<file path="config.mk">
export PLATFORM = sky130hd
export DESIGN_NAME = space_filling_curve_key_core
export DESIGN_NICKNAME = d
export VERILOG_FILES = /design/src/rtl/core/sfck_pkg.sv /design/src/rtl/core/sfck_morton.sv /design/src/rtl/core/sfck_hil_stage.sv /design/src/rtl/core/space_filling_curve_key_core.sv
export SDC_FILE = /design/constraint.sdc
export NUM_CORES = 1
export LEC_CHECK = 0
export ABC_AREA = 1
export BUFFER_PORTS_ARGS = -buffer_cell sky130_fd_sc_hd__buf_2
export CAP_MARGIN = 40
export CORE_UTILIZATION = 40
export CTS_CLUSTER_SIZE = 14
export DETAILED_ROUTE_END_ITERATION = 8
export SYNTH_ARGS = -nofsm -noshare
export SYNTH_HDL_FRONTEND = slang
export SYNTH_SLANG_ARGS = --single-unit
</file>
<file path="constraint.sdc">
create_clock -name aclk -period 19.7 [get_ports aclk]
set_input_delay 1.97 -clock aclk [delete_from_list [all_inputs] [get_ports aclk]]
set_output_delay 1.97 -clock aclk [all_outputs]
set_load 0.01 [all_outputs]
</file>
<file path="src/rtl/core/sfck_pkg.sv">
`timescale 1ns / 1ps

package sfck_pkg;

    // coordinate and key widths
    localparam int COORD_W   = 32;
    localparam int Z_W       = 21;
    localparam int KEY_W     = 64;
    localparam int ORDER_W   = 5;
    localparam int MAX_ORDER = 16;
    localparam int HIL_W     = MAX_ORDER;
    localparam int DIST_W    = 2 * MAX_ORDER;
    localparam int CFG_W     = 5;

    // hilbert levels walked per pipeline stage, and stage count
    localparam int LVL_PER_STAGE = 4;
    localparam int HIL_STAGES    = MAX_ORDER / LVL_PER_STAGE;

    // configuration register indexes
    localparam logic CFG_CURVE_MODE = 1'b0;
    localparam logic CFG_GRID_ORDER = 1'b1;

    localparam logic [ORDER_W-1:0] GRID_ORDER_RST = 5'd8;

    typedef enum logic [1:0] {
        MODE_HILBERT = 2'd0,
        MODE_MORTON2 = 2'd1,
        MODE_MORTON3 = 2'd2
    } curve_mode_t;

    // hilbert walk state carried between stages: remaining coordinate bits
    // (msb next), quadrant transform and the digits produced so far
    typedef struct packed {
        logic [HIL_W-1:0]  hx;
        logic [HIL_W-1:0]  hy;
        logic              swp;
        logic              inv;
        logic [DIST_W-1:0] hkey;
    } hil_t;

endpackage

</file>
<file path="src/rtl/core/sfck_morton.sv">
`timescale 1ns / 1ps

module sfck_morton (
    input  sfck_pkg::curve_mode_t          mode,
    input  logic [sfck_pkg::COORD_W-1:0]   x,
    input  logic [sfck_pkg::COORD_W-1:0]   y,
    input  logic [sfck_pkg::Z_W-1:0]       z,
    output logic [sfck_pkg::KEY_W-1:0]     key
);

    logic [sfck_pkg::KEY_W-1:0] m2;
    logic [sfck_pkg::KEY_W-1:0] m3;

    // bit interleaving is pure wiring
    always_comb begin
        m2 = '0;
        m3 = '0;
        for (int i = 0; i < sfck_pkg::COORD_W; i++) begin
            m2[2*i]   = x[i];
            m2[2*i+1] = y[i];
        end
        for (int i = 0; i < sfck_pkg::Z_W; i++) begin
            m3[3*i]   = x[i];
            m3[3*i+1] = y[i];
            m3[3*i+2] = z[i];
        end
    end

    // hilbert mode and the unused selector leave zero here
    always_comb begin
        case (mode)
            sfck_pkg::MODE_MORTON2: key = m2;
            sfck_pkg::MODE_MORTON3: key = m3;
            default:                key = '0;
        endcase
    end

endmodule

</file>
<file path="src/rtl/core/sfck_hil_stage.sv">
`timescale 1ns / 1ps

module sfck_hil_stage (
    input  logic           aclk,
    input  logic           aresetn,
    input  logic           adv,
    input  logic           in_valid,
    input  sfck_pkg::hil_t in_st,
    output logic           out_valid,
    output sfck_pkg::hil_t out_st
);

    sfck_pkg::hil_t st_next;
    sfck_pkg::hil_t st_reg;
    logic           valid_reg;

    // walk four levels, msb first; transform tracked as swap and invert flags
    always_comb begin
        logic [sfck_pkg::HIL_W-1:0]  x;
        logic [sfck_pkg::HIL_W-1:0]  y;
        logic                        swp;
        logic                        inv;
        logic [sfck_pkg::DIST_W-1:0] hkey;
        logic                        rx;
        logic                        ry;
        x    = in_st.hx;
        y    = in_st.hy;
        swp  = in_st.swp;
        inv  = in_st.inv;
        hkey = in_st.hkey;
        for (int j = 0; j < sfck_pkg::LVL_PER_STAGE; j++) begin
            rx   = inv ^ (swp ? y[sfck_pkg::HIL_W-1] : x[sfck_pkg::HIL_W-1]);
            ry   = inv ^ (swp ? x[sfck_pkg::HIL_W-1] : y[sfck_pkg::HIL_W-1]);
            hkey = {hkey[sfck_pkg::DIST_W-3:0], rx, rx ^ ry};
            if (!ry) begin
                inv = inv ^ rx;
                swp = ~swp;
            end
            x = {x[sfck_pkg::HIL_W-2:0], 1'b0};
            y = {y[sfck_pkg::HIL_W-2:0], 1'b0};
        end
        st_next.hx   = x;
        st_next.hy   = y;
        st_next.swp  = swp;
        st_next.inv  = inv;
        st_next.hkey = hkey;
    end

    always_ff @(posedge aclk) begin
        if (!aresetn) begin
            valid_reg <= 1'b0;
        end else if (adv) begin
            valid_reg <= in_valid;
        end
    end

    always_ff @(posedge aclk) begin
        if (adv) begin
            st_reg <= st_next;
        end
    end

    assign out_valid = valid_reg;
    assign out_st    = st_reg;

endmodule

</file>
<file path="src/rtl/core/space_filling_curve_key_core.sv">
`timescale 1ns / 1ps

// space-filling-curve key core
// input channel s_*: one item of grid coordinates (x, y, z) per handshake
// output channel m_*: one 64-bit key per item, in input order
// cfg port: cfg_wr_en writes cfg_wr_data into register cfg_index
//   index 0 curve_mode (0 hilbert 2d, 1 morton 2d, 2 morton 3d, 3 key zero)
//   index 1 grid_order (hilbert grid side 2^order, above 16 taken as 16)
// write config only while no item is in flight
// path: entry register, four walk stages, output register
// throughput: one item per cycle unless stalled; the hilbert walk takes
//   four levels per stage over four stages, which sets the pipeline depth
// reset: pipeline emptied, curve_mode 0, grid_order 8
// stall: whole pipeline holds while the output item waits, s_ready follows;
//   the pipeline moves as one whenever the output register is empty or
//   being taken, so bubbles travel along rather than being squeezed out
module space_filling_curve_key_core (
    input  logic                                aclk,
    input  logic                                aresetn,

    input  logic                                s_valid,
    output logic                                s_ready,
    input  logic [sfck_pkg::COORD_W-1:0]        s_coord_x,
    input  logic [sfck_pkg::COORD_W-1:0]        s_coord_y,
    input  logic [sfck_pkg::Z_W-1:0]            s_coord_z,

    output logic                                m_valid,
    input  logic                                m_ready,
    output logic [sfck_pkg::KEY_W-1:0]          m_curve_key,

    input  logic                                cfg_wr_en,
    input  logic                                cfg_index,
    input  logic [sfck_pkg::CFG_W-1:0]          cfg_wr_data
);

    localparam int NS = sfck_pkg::HIL_STAGES;

    // config registers
    sfck_pkg::curve_mode_t             curve_mode_reg;
    logic [sfck_pkg::ORDER_W-1:0]      grid_order_reg;

    always_ff @(posedge aclk) begin
        if (!aresetn) begin
            curve_mode_reg <= sfck_pkg::MODE_HILBERT;
            grid_order_reg <= sfck_pkg::GRID_ORDER_RST;
        end else if (cfg_wr_en) begin
            case (cfg_index)
                sfck_pkg::CFG_CURVE_MODE:
                    curve_mode_reg <= sfck_pkg::curve_mode_t'(cfg_wr_data[1:0]);
                sfck_pkg::CFG_GRID_ORDER:
                    grid_order_reg <= cfg_wr_data;
                default: ;
            endcase
        end
    end

    // pipeline moves unless a finished key is stuck at the output
    logic adv;
    logic out_valid_reg;

    assign adv     = !out_valid_reg || m_ready;
    assign s_ready = adv;

    // entry stage: mask to grid, seed the walk, build the morton code
    logic [sfck_pkg::ORDER_W-1:0] order_sat;
    logic [sfck_pkg::HIL_W-1:0]   grid_mask;
    sfck_pkg::hil_t               hil_seed;
    logic [sfck_pkg::KEY_W-1:0]   morton_key;

    assign order_sat = (grid_order_reg > sfck_pkg::ORDER_W'(sfck_pkg::MAX_ORDER))
                     ? sfck_pkg::ORDER_W'(sfck_pkg::MAX_ORDER) : grid_order_reg;
    assign grid_mask = ~({sfck_pkg::HIL_W{1'b1}} << order_sat);

    // the walk always starts at the top bit; leading zero levels only
    // toggle the swap flag, so start with swap set for an odd order
    always_comb begin
        hil_seed.hx   = s_coord_x[sfck_pkg::HIL_W-1:0] & grid_mask;
        hil_seed.hy   = s_coord_y[sfck_pkg::HIL_W-1:0] & grid_mask;
        hil_seed.swp  = order_sat[0];
        hil_seed.inv  = 1'b0;
        hil_seed.hkey = '0;
    end

    sfck_morton u_morton (
        .mode (curve_mode_reg),
        .x    (s_coord_x),
        .y    (s_coord_y),
        .z    (s_coord_z),
        .key  (morton_key)
    );

    // stage registers: index 0 is the entry stage, then one per walk stage
    logic                       vld [0:NS];
    sfck_pkg::hil_t             hil [0:NS];
    logic                       entry_valid_reg;
    sfck_pkg::hil_t             entry_hil_reg;
    logic [sfck_pkg::KEY_W-1:0] morton_reg [0:NS];

    always_ff @(posedge aclk) begin
        if (!aresetn) begin
            entry_valid_reg <= 1'b0;
        end else if (adv) begin
            entry_valid_reg <= s_valid;
        end
    end

    always_ff @(posedge aclk) begin
        if (adv) begin
            entry_hil_reg <= hil_seed;
            morton_reg[0] <= morton_key;
            for (int i = 1; i <= NS; i++) begin
                morton_reg[i] <= morton_reg[i-1];
            end
        end
    end

    assign vld[0] = entry_valid_reg;
    assign hil[0] = entry_hil_reg;

    // hilbert walk, four levels per stage
    for (genvar g = 0; g < NS; g++) begin : g_walk
        sfck_hil_stage u_stage (
            .aclk      (aclk),
            .aresetn   (aresetn),
            .adv       (adv),
            .in_valid  (vld[g]),
            .in_st     (hil[g]),
            .out_valid (vld[g+1]),
            .out_st    (hil[g+1])
        );
    end

    // output register: pick the curve
    logic [sfck_pkg::KEY_W-1:0] key_next;
    logic [sfck_pkg::KEY_W-1:0] key_reg;

    always_comb begin
        case (curve_mode_reg)
            sfck_pkg::MODE_HILBERT:
                key_next = {{(sfck_pkg::KEY_W - sfck_pkg::DIST_W){1'b0}}, hil[NS].hkey};
            default:
                key_next = morton_reg[NS];
        endcase
    end

    always_ff @(posedge aclk) begin
        if (!aresetn) begin
            out_valid_reg <= 1'b0;
        end else if (adv) begin
            out_valid_reg <= vld[NS];
        end
    end

    always_ff @(posedge aclk) begin
        if (adv) begin
            key_reg <= key_next;
        end
    end

    assign m_valid     = out_valid_reg;
    assign m_curve_key = key_reg;

endmodule

</file>
**Word-level counts from Yosys, hierarchy flattened**

Memories as Yosys holds them, arrays and structs flattened.
Index checks and enable logic that the tools add are counted.

- Reduce and logical (&&, ||, !) cells: 5
- Eq/ne operators: 2
- Magnitude comparators: 1
- Bitwise gates (word level): 79
- Shift operators: 1
- Mux-type cells: 67

Operators by type and width:

| cell | count |
|---|---|
| $pmux 64 s2 | 1 |
| $mux 1 | 64 |
| $xor 1x1->1 | 60 |
| $and 16x16->16 | 2 |
| $mux 32 | 1 |
| $not 1->1 | 16 |
| $not 16->16 | 1 |
| $shl 16x5->16 const A | 1 |
| $gt 5x5->1 const B | 1 |
| $mux 5 | 1 |
| $reduce_and 2->1 | 2 |
| $eq 2x1->1 const B | 1 |
| $eq 2x2->1 const B | 1 |
| $logic_not 2->1 | 1 |
| $logic_not 1->1 | 1 |
| $logic_or 1x1->1 | 1 |

- Flip-flop bits (word level): 244
- Memories: 1
- RAM bits: 320
- Word-level logic and storage cells: 185
- Output and inout port bits: 66

Memories:

| name | depth | width | read ports | clocked after memory_dff | write ports | RTL line | source |
|---|---|---|---|---|---|---|---|
| morton_reg | 5 | 64 | 5 | 0 | 5 | space_filling_curve_key_core.sv:97 | `logic [sfck_pkg::KEY_W-1:0] morton_reg [0:NS];` |

**Longest topological paths before layout**

Gate-level depths: netlist of the first run.

- Word-level depth: 13
- Gate-level depth with buffers: 19

**Cells and area by module**

Synthesis of the first run repeated with hierarchy kept, for this count alone.

- Cell total of the unflattened synthesis: 1546
- Area total of the unflattened synthesis: 24417.2 um2

Modules (own cells, without submodules):

| module | cells each | times used | area an instance (um2) | sequential area each (um2) |
|---|---|---|---|---|
| space_filling_curve_key_core | 726 | 1 | 13934.6 | 12702.2 |
| sfck_hil_stage | 151 | 4 | 2358.5 | 1761.7 |
| sfck_morton | 216 | 1 | 1048.5 | 0.0 |

**Worst setup path after synthesis of the first run**

No wires, ideal clock.

- Kind: input port to output port
- Start point: in m_ready
- End point: out s_ready
- Data arrival time: 12815 ps
- Buffers on the path: 0
- Cell stages on the path: 2
- Setup slack: 4915 ps
- Path through: nor2_1 -> inv_1

- Word-level cells in the longest chain between the ends: 1

Ends and longest elaborated chain:

| element | RTL line | source |
|---|---|---|
| start, declared | space_filling_curve_key_core.sv:28 | `input logic m_ready,` |
| $logic_or 1x1->1 | space_filling_curve_key_core.sv:61 | `assign adv = !out_valid_reg \|\| m_ready;` |
| end, declared | space_filling_curve_key_core.sv:22 | `output logic s_ready,` |

No other way between the ends.

**Worst setup path after layout of the first run**

Same ends and word-level chain as after synthesis.

==> reports/metrics.csv, run 1 <==
metric,value,unit
outcome,"complete, no violations",
rr_startpoint,m_valid$_SDFFE_PN0P_,
drv_slew,0,
gp_congestion,0.770,
cap_violations,0,
dr.pass1.iters,5,
setup_viol,0,
clock_path_buffers,3,
fin_crit_sh,26.5,%
hold_violations,0,
reg2reg_depth,5,
largest_register_ffs,320,
antenna_found_initial,0,
min_period,5220,ps
drt_wl_total,34400,um
ir_worst_vdd,0.0749,mV
synth_area_leader_cell,edfxtp_1,
cts_setup_buffers,0,
seq_area_frac_synth,82.8,%
antennaDiodeCount,0,
relSlewSlack,25.9,%
grt_first_pass_wirelength,52700,um
startpoint_type,input port,
initial_core_util,40.5,%
clk_pin_slew,60,ps
core-area,50200,um^2
synth_seq_cells,564,
rows,82,
die_area,51700,um^2
syn_nets,1337,
cts_resized,0,
place_inst,2055,
finalClockSkew,19.9,ps
post-route-util,47.3,%
crit_required,17730,ps
ys_warn_count,0,
io_buffers,161,
final_area,23700,um^2
worstMarginPinSlew,1110,ps
area_delta_synth_final,16.8,%
drt_iter0_drc,736,
grt_usage,13.5,%
syn_avg_cell_area,16.4,um^2
whs_endpoint,morton_reg[0][310]$_DFFE_PP_,
leakage,10.1,nW
pre_cts_ws,14520,ps
holdWs,403,ps
syn_area,20300,um^2
hp-class,reg -> reg,
cts_max_level,2,
clock_latency,600,ps
synth_cell_types,34,
rsz0062_at_grt,false,
end_kind,output port,
post_drt_wl_per_cell,15.9,um
root_buffer,clkbuf_16,
fmaxAchievable,192,MHz
hp-start,morton_reg[0][246]$_DFFE_PP_,
path_class,in -> out,
placed_area,22000,um^2
postCtsHoldBufs,0,
cts_sinks,564,
arrival,3250,ps
synth.top_cell.area_share,81.5,%
cts_tree,yes,
final_cell_count_no_fill,2157,
fin_setup_tns,0,ps
postSynthCellCount,1238,
die_h,227,um
total_power,2.97,mW
drc_errors,0,
final_antenna_net_count,0,
grt_overflow,0,
grt_max_degree,204,
layout-drive-gt1-share,23.8,%
io_pins,162,
dp_hpwl,21700,um
powerDensity,125,nW/um^2
cp_max_fo,82,
fin_ws,14480,ps
final_nets,1541,
cts_inserted_buffers,57,
die-width,227,um
r2r_end,morton_reg[0][115]$_DFFE_PP_,
reg2reg_slack,16470,ps
holdPathStages,0,
synth.top_cells.by_area,"edfxtp_1, inv_1, nand2_1, nand3_1, mux2_2",
routed-via-count,9923,
grt_pass1_vias,9598,
via_per_inst,4.60,
## cells by family (layout without fill, tap and decap cells)
kind of cell,count (synthesis),after routing,synth area share (%)
buf+inv,174,421,3.22
simple gates,334,334,7.95
mux,32,32,1.77
fa+ha+maj,3,3,0.185
flops,564,564,82.8
xor+xnor,24,24,1.03
compound gates,107,107,3.09
## cell usage in the layout (no fill, tap or decap), types with 2 or more instances in the layout
| master | count |
|---|---|
| a21boi_0 | 2 |
| a21oi_1 | 11 |
| a21oi_4 | 2 |
| a31oi_1 | 3 |
| and2_1 | 3 |
| buf_12 | 2 |
| buf_2 | 161 |
| buf_4 | 8 |
| bufinv_16 | 2 |
| clkbuf_1 | 14 |
| clkbuf_16 | 57 |
| clkinv_1 | 8 |
| clkinv_2 | 10 |
| clkinv_4 | 3 |
| clkinv_8 | 2 |
| clkinvlp_4 | 4 |
| dfxtp_1 | 13 |
| edfxtp_1 | 551 |
| ha_1 | 2 |
| inv_1 | 138 |
| inv_2 | 8 |
| inv_6 | 2 |
| mux2_2 | 32 |
| nand2_1 | 121 |
| nand2_2 | 26 |
| nand2_4 | 9 |
| nand3_1 | 74 |
| nand3_2 | 9 |
| nand3_4 | 2 |
| nand3b_1 | 4 |
| nand3b_2 | 2 |
| nor2_1 | 78 |
| nor2_2 | 3 |
| o21ai_0 | 50 |
| o21ai_1 | 5 |
| o21ai_2 | 4 |
| o22ai_1 | 26 |
| or2_1 | 2 |
| xor2_1 | 24 |
## layout make-up
cell class,instances,area (um^2)
Fill cell,4234,26500
Sequential cell,564,16800
Inverter,147,559
Timing Repair Buffer,172,933
Multi-Input combinational cell,500,2850
Clock inverter,31,246
Clock buffer,71,1480
Tap cell,672,841
## power breakdown
| part | switching, mW | internal [mW] |
|---|---|---|
| clock | 0.433 | 0.560 |
| combinational | 0.272 | 0.159 |
| sequential | 0.0475 | 1.49 |
| total | 0.752 | 2.21 |
## worst max-delay path by stage
stage	from	endpoint	slack (ps)	cells past startpoint
final	m_ready	s_ready	14480	4
after global routing	m_ready	s_ready	14400	4
after CTS	m_ready	s_ready	14520	4
after detailed placement	m_ready	s_ready	14520	4
after global placement	m_ready	s_ready	14580	4
after floorplan	m_ready	s_ready	4920	2
## synth_stat cells
master,n
nand2_1,121
a21oi_1,11
ha_1,3
clkbuf_1,25
a21oi_4,2
nor2_2,3
o211ai_1,1
nor2_1,78
nand3_4,2
or2_2,1
a41oi_1,1
o21ai_2,4
nand2_2,26
dfxtp_1,13
and2_1,3
nand3b_1,4
o21ai_1,5
edfxtp_1,551
or2_1,2
o21a_1,1
o21ai_0,50
mux2_2,32
xor2_1,24
buf_1,2
nand2_4,9
a31oi_1,3
a21oi_2,1
nand3_1,74
nand3b_2,2
nand3_2,9
inv_2,8
o22ai_1,26
a21boi_0,2
inv_1,139
## critical path, cell delays in order
cell	delay [ps]
buf_2	100
nor2_1	490
inv_8	340
buf_2	260
## per-layer routing
layer  global-route usage, %  share of wire (%)  vias up
met3                    3.05                4.8       56
met2                    21.9                 49      181
met5                       0                  0        -
li1                        -                  -     4849
met1                    17.7                 44     4837
met4                    4.94                2.5        0
Note: power is estimated with default switching activity, not from simulation.
==> run 2: changes to the inputs <==
- ABC_AREA: 1 -> 0
- clock period: 19.7 -> 4.35 ns (I/O delays scaled with it)
==> run 2 against run 1 <==
- the run now ends with DRC left
- clock-buffer cell count shrank 3
- cell count grew 1.3%
- sequential share of layout area down 3.7 points
- final area up 5.5%
- first-iteration DRC count increased by 16%
- critical path type is now reg -> reg
- highest routed layer is now met5
==> reports/metrics.csv, run 2 <==
metric,value,unit,change
core-area,52900,um^2,+5.4%
num-fill-cells,4483,,+5.9%
finalClockSkew,13.7,ps,-6.21 ps
largest_register_ffs,320,,unchanged
rr_startpoint,entry_hil_reg[33]$_DFFE_PP_,,
cp-endpoint,g_walk[0].u_stage.out_st[32]$_DFFE_PP_,,
holdWs,118,ps,-285 ps
grt_usage,13.4,%,-0.038 points
cp_top_family,simple AND/OR/NAND/NOR gates,,
via_per_inst,5.02,,+9.2%
reg2reg_depth,7,,+2
worst-path-stages,7,,+3
final_nets,1545,,+0.26%
path_cells,and2_1 > o21ai_0 > nand3b_1 > and2_1 > o32a_1 > a2111oi_0 > a41oi_1,,
initial_core_util,40.8,%,+0.28 points
grt_pass1_vias,10400,,+7.9%
cts_setup_buffers,0,,unchanged
total_power,13.1,mW,+340%
area_delta_synth_final,16.1,%,
clock_latency,590,ps,about the same
postCtsHoldBufs,0,,unchanged
crit_top_cell,and2_1,,
top_usage_layer,met2,,
cts_inserted_buffers,56,,-1.8%
synth-edff-count,551,,unchanged
synth_seq_cells,564,,unchanged
die-width,234,um,+3.0%
drv_slew,0,,unchanged
grt_overflow,0,,unchanged
rows,84,,+2.4%
synth_area_leader_cell,edfxtp_1,,
grt_use_met2,21.5,%,-0.42 points
cts_tree,yes,,
r2r_end,g_walk[0].u_stage.out_st[32]$_DFFE_PP_,,
cp-startpoint,entry_hil_reg[33]$_DFFE_PP_,,
ir_worst_vdd,0.388,mV,+420%
seq_area_frac_synth,78.0,%,-4.8 points
cap_violations,0,,unchanged
relSlewSlack,52.0,%,+26 points
crit_slowest_cell,edfxtp_1,,
grt_max_degree,95,,-53%
leakage,10.1,nW,-0.48%
cts_sinks,564,,unchanged
fin_setup_tns,0,ps,unchanged
final_area,25000,um^2,+5.5%
end_kind,flip-flop,,
clk_pin_slew,60,ps,about the same
layout-drive-gt1-share,21.8,%,-2.0 points
place_inst,2076,,+1.0%
netlist_top_cells_count,"edfxtp_1, nand2_1, nor2b_1",,
drc_errors,10,,+10
grt_first_pass_wirelength,56700,um,+7.7%
fmaxAchievable,327,MHz,
cp_slowest_stage_delay,530,ps,+40 ps
dr.pass1.iters,9,,+4
cp_max_fo,21,,-74%
rsz0062_at_grt,false,,
startpoint_type,flip-flop,,
syn_avg_cell_area,16.7,um^2,+1.5%
worstMarginPinSlew,721,ps,-391 ps
placed_area,23000,um^2,+4.8%
io_buffers,161,,unchanged
final_antenna_net_count,0,,unchanged
antenna_found_initial,4,,+4
postSynthCellCount,1294,,+4.5%
die_area,54800,um^2,+6.0%
path_buf_inv,0,,-3
arrival,3340,ps,+90 ps
routed-via-count,11000,,+11%
met3_usage,3.06,%,+0.018 points
hp-class,in -> reg,,
post_drt_wl_per_cell,17.0,um,+6.5%
cts_resized,0,,unchanged
synth_cell_types,75,,+120%
yosys_most_used_dff,edfxtp_1,,
gp_congestion,0.819,,+6.4%
fin_crit_sh,70.3,%,
dp_hpwl,23400,um,+7.9%
root_buffer,clkbuf_16,,
use_met1,18.2,%,+0.45 points
synth.top_cell.area_share,76.8,%,-4.7 points
cts_max_level,2,,unchanged
synth.top_cells.by_area,"edfxtp_1, a22o_1, nor2b_1, mux2_2, nand2_1",,
final_cell_count_no_fill,2186,,+1.3%
drt_iter0_drc,853,,+16%
reg2reg_slack,1290,ps,-15180 ps
outcome,"complete, but fails checks",,
post-route-util,47.3,%,+0.068 points
setup_viol,0,,unchanged
syn_area,21500,um^2,+6.1%
die_h,234,um,+3.0%
powerDensity,523,nW/um^2,+320%
syn_nets,1393,,+4.2%
synth-async-reset-ratio,0,%,unchanged
synth_most_common_cell,edfxtp_1,,
clock_path_buffers,3,,unchanged
crit_required,4630,ps,-13100 ps
pre_cts_ws,1330,ps,-13190 ps
hold_violations,0,,unchanged
fin_ws,1290,ps,-13190 ps
path_class,reg -> reg,,
drt_wl_total,37100,um,+8.0%
io_pins,162,,unchanged
ys_warn_count,0,,unchanged
violations,DRC,,
layout.cells.most_common_list,"edfxtp_1, buf_2, nor2b_1, nand2_1, a22o_1",,
min_period,3060,ps,
final_common_cell,edfxtp_1,,
## run 2: worst min-delay path by stage
stage / startpoint / to / slack, ps / cells after the start
after floorplan: entry_hil_reg[34]$_DFFE_PP_ / g_walk[0].u_stage.out_st[38]$_DFFE_PP_ / 400 / 0
after global placement: morton_reg[0][118]$_DFFE_PP_ / morton_reg[0][182]$_DFFE_PP_ / 400 / 0
after detailed placement: entry_hil_reg[53]$_DFFE_PP_ / g_walk[0].u_stage.out_st[57]$_DFFE_PP_ / 400 / 0
after CTS: s_valid / entry_valid_reg$_SDFFE_PN0P_ / 80 / 3
after global routing: cfg_wr_data[3] / grid_order_reg[3]$_SDFFE_PN1P_ / 100 / 3
final: s_valid / entry_valid_reg$_SDFFE_PN0P_ / 120 / 3
## run 2: logic make-up (layout without fill, tap and decap cells)
| logic type | count (synthesis) | in the layout | synth area share (%) |
|---|---|---|---|
| and+or+nand+nor | 306 | 306 | 7.58 |
| DFF | 564 | 564 | 78.0 |
| muxes | 53 | 53 | 2.67 |
| xor gates and xnor gates | 26 | 26 | 1.06 |
| AOI/OAI and AO/OA | 240 | 240 | 8.38 |
| buffers and inverters | 102 | 301 | 2.16 |
| adders and majority gates | 3 | 3 | 0.174 |
| other | 0 | 5 | 0 |
## run 2: worst reg2reg max path, delay by kind of cell, from the launching register on
kind            cells  cell delay (ps)
simple gates        3             1160
compound gates      4             1080
flops               1              530
## run 2: final cells by class
type	instances	area, um^2	area share [%]
Clock buffer	68	1500	5.98
Antenna cell	5	12.5	0.0500
Multi-Input combinational cell	628	4290	17.1
Clock inverter	37	475	1.90
Inverter	19	71.3	0.285
Tap cell	688	861	3.44
Timing Repair Buffer	177	1010	4.05
Sequential cell	564	16800	67.1
## run 2: per-layer routing
metal  share of wire, %  vias up  routed length (um)
met5              0.024        -                   9
met3                5.6       60                2060
met2                 49      235               18100
met1                 44     5397               16200
li1                   -     5290                   -
met4                2.1        2                 768
## run 2: power breakdown
| group | total, mW | switching [mW] | internal (mW) |
|---|---|---|---|
| logic | 1.31 | 0.707 | 0.601 |
| registers | 6.71 | 0.264 | 6.45 |
| clock network | 5.06 | 1.96 | 3.10 |
==> run 3: changes to the inputs <==
- ABC_AREA: 0 -> 1
- clock period: 4.35 -> 2.5 ns (I/O delays scaled with it)
==> run 3 against run 2 <==
- the run now ends clean
- critical path depth grew 2
- clock power grew 62%
- setup slack lost 1200 ps
- global-route usage grew 0.43 points
- flip-flop and latch count is the same
- non-clock buffer count grew 56
- critical path type is now in -> reg
- die area shrank 5.7%
- core utilization grew 1.4 points
- largest power group unchanged
- cell count grew 1.3%
- sequential share of layout area grew 1.5 points
==> reports/metrics.csv, run 3 (synthesized netlist as in run 1, its figures left out) <==
metric,value,unit,change
reg2reg_slack,190,ps,-1100 ps
cts_tree,yes,,
area_delta_synth_final,20.5,%,
min_period,2420,ps,
setup_viol,0,,unchanged
rows,82,,-2.4%
cp_max_fo,4,,-81%
grt_pass1_vias,10200,,-1.1%
r2r_end,morton_reg[0][44]$_DFFE_PP_,,
io_pins,162,,unchanged
core-area,50200,um^2,-5.1%
layout-drive-gt1-share,23.0,%,+1.2 points
root_buffer,clkbuf_16,,
regArea,16800,um^2,about the same
cts_max_level,2,,unchanged
hp-class,in -> reg,,
routed-via-count,10200,,-7.0%
powerDensity,976,nW/um^2,+87%
clock_latency,600,ps,about the same
fin_crit_sh,97.0,%,
cts_setup_buffers,0,,unchanged
dp_hpwl,22000,um,-6.0%
drt_iter0_drc,704,,-17%
cp-startpoint,cfg_index,,
die_h,227,um,-2.9%
ir_worst_vdd,0.503,mV,+30%
hold_violations,0,,unchanged
startpoint_type,input port,,
finalClockSkew,20.9,ps,+7.17 ps
cp-endpoint,curve_mode_reg[0]$_SDFFE_PN0P_,,
fin_setup_tns,0,ps,unchanged
drc_errors,0,,-10
crit_slowest_cell,dlygate4sd3_1,,
arrival,2900,ps,-440 ps
rsz0062_at_grt,false,,
rr_startpoint,curve_mode_reg[0]$_SDFFE_PN0P_,,
num-fill-cells,4154,,-7.3%
fmaxAchievable,413,MHz,
worstMarginPinSlew,788,ps,+67.7 ps
io_buffers,161,,unchanged
reg2reg_depth,6,,-1
initial_core_util,40.5,%,-0.28 points
gp_congestion,0.828,,+1.1%
die_area,51700,um^2,-5.7%
layout.cells.most_common_list,"edfxtp_1, buf_2, inv_1",,
drt_wl_total,35400,um,-4.7%
grt_max_degree,158,,+66%
leakage,10.5,nW,+4.0%
cts_inserted_buffers,57,,+1.8%
largest_register_ffs,320,,unchanged
antenna_found_initial,0,,-4
path_class,in -> reg,,
clock_path_buffers,3,,unchanged
holdWs,33.4,ps,-84.2 ps
final_antenna_net_count,0,,unchanged
die-width,227,um,-2.9%
drv_slew,0,,unchanged
final_common_cell,edfxtp_1,,
grt_overflow,0,,unchanged
place_inst,2058,,-0.87%
via_per_inst,4.61,,-8.3%
final_nets,1602,,+3.7%
relSlewSlack,47.4,%,-4.5 points
cts_sinks,564,,unchanged
final_cell_count_no_fill,2215,,+1.3%
multiInputGateArea,2860,um^2,-33%
clk_pin_slew,60,ps,about the same
post_drt_wl_per_cell,16.0,um,-5.9%
grt_usage,13.9,%,+0.43 points
cp_slowest_stage_delay,570,ps,+40 ps
total_power,23.9,mW,+83%
crit_top_cell,dlygate4sd3_1,,
antennaDiodeCount,0,,-5
grt_first_pass_wirelength,54700,um,-3.5%
dr.pass1.iters,4,,-5
end_kind,flip-flop,,
path_cells,dlygate4sd3_1 > buf_2 > nor2_1 > dlygate4sd3_1 > inv_1 > o21ai_0 > dlygate4sd3_1 > a21oi_1 > dlygate4sd3_1,,
crit_required,2980,ps,-1650 ps
outcome,"complete, no violations",,
cap_violations,0,,unchanged
[run 3: cell types whose count changed in the layout (fill, tap and decap cells not counted), sizes merged, moves of 22 or more]
cell         previous run  this run
a21oi                  37        14
a22o                   63         0
dlygate4sd3             0        58
inv                    22       146
nand2                  70       156
nand2b                 31         0
nand3                  29        85
nor2                   43        81
nor2b                  71         0
o21ai                  33        59
o22ai                   4        26
[run 3: power breakdown]
part	switching (mW)	internal (mW)	total [mW]
combinational	2.22	1.32	3.53
clock	3.35	4.83	8.18
sequential	0.387	11.8	12.2
total	5.96	17.9	23.9
[run 3: repair_timing]
item / 4_1_cts / 5_1_grt
endpoints found under the setup margin: 0 / 1
resized for setup: 0 / 1
hold buffers: 58 / 0
endpoints found under the hold margin: 52 / 0
[run 3: cell type report]
class | instances | area share (%)
Sequential cell | 564 | 68.7
Timing Repair Buffer | 233 | 6.58
Clock buffer | 70 | 6.11
Clock inverter | 29 | 1.23
Inverter | 147 | 2.27
Tap cell | 672 | 3.44
Multi-Input combinational cell | 500 | 11.7
[run 3: worst max-delay path: cells and delay by family]
family,cells,cell delay (ps)
compound gates,2,180
simple gates,1,80
buf+inv,6,2390
[run 3: through the flow]
step / worst slack (ps) / utilization (%) / area (um^2)
2_1_floorplan: -6820 / - / 20300
3_3_place_gp: 502 / 44.0 / 22100
3_5_place_dp: 363 / 44.0 / 22100
4_1_cts: 120 / 48.8 / 24500
5_1_grt: 19.3 / 48.8 / 24500
6_report: 75.8 / 48.8 / 24500
[run 3: how the worst min path moves through the flow]
stage	depth (start not counted)	slack, ps	from	end
finish	3	30	s_coord_y[8]	entry_hil_reg[42]$_DFFE_PP_
global route	3	20	s_coord_x[13]	entry_hil_reg[63]$_DFFE_PP_
CTS	3	5	s_coord_y[8]	entry_hil_reg[42]$_DFFE_PP_
detailed placement	0	400	entry_hil_reg[54]$_DFFE_PP_	g_walk[0].u_stage.out_st[58]$_DFFE_PP_
global placement	0	400	g_walk[2].u_stage.out_st[22]$_DFFE_PP_	g_walk[3].u_stage.out_st[30]$_DFFE_PP_
floorplan	2	390	aresetn	curve_mode_reg[1]$_SDFFE_PN0P_
[run 3: metal layers]
metal	vias up	part of all wire, %	track usage, %
met1	4935	43	17.5
met2	228	49	23.0
met3	83	4.6	3.11
met4	0	3.5	5.95
met5	-	0	0
li1	4965	-	-
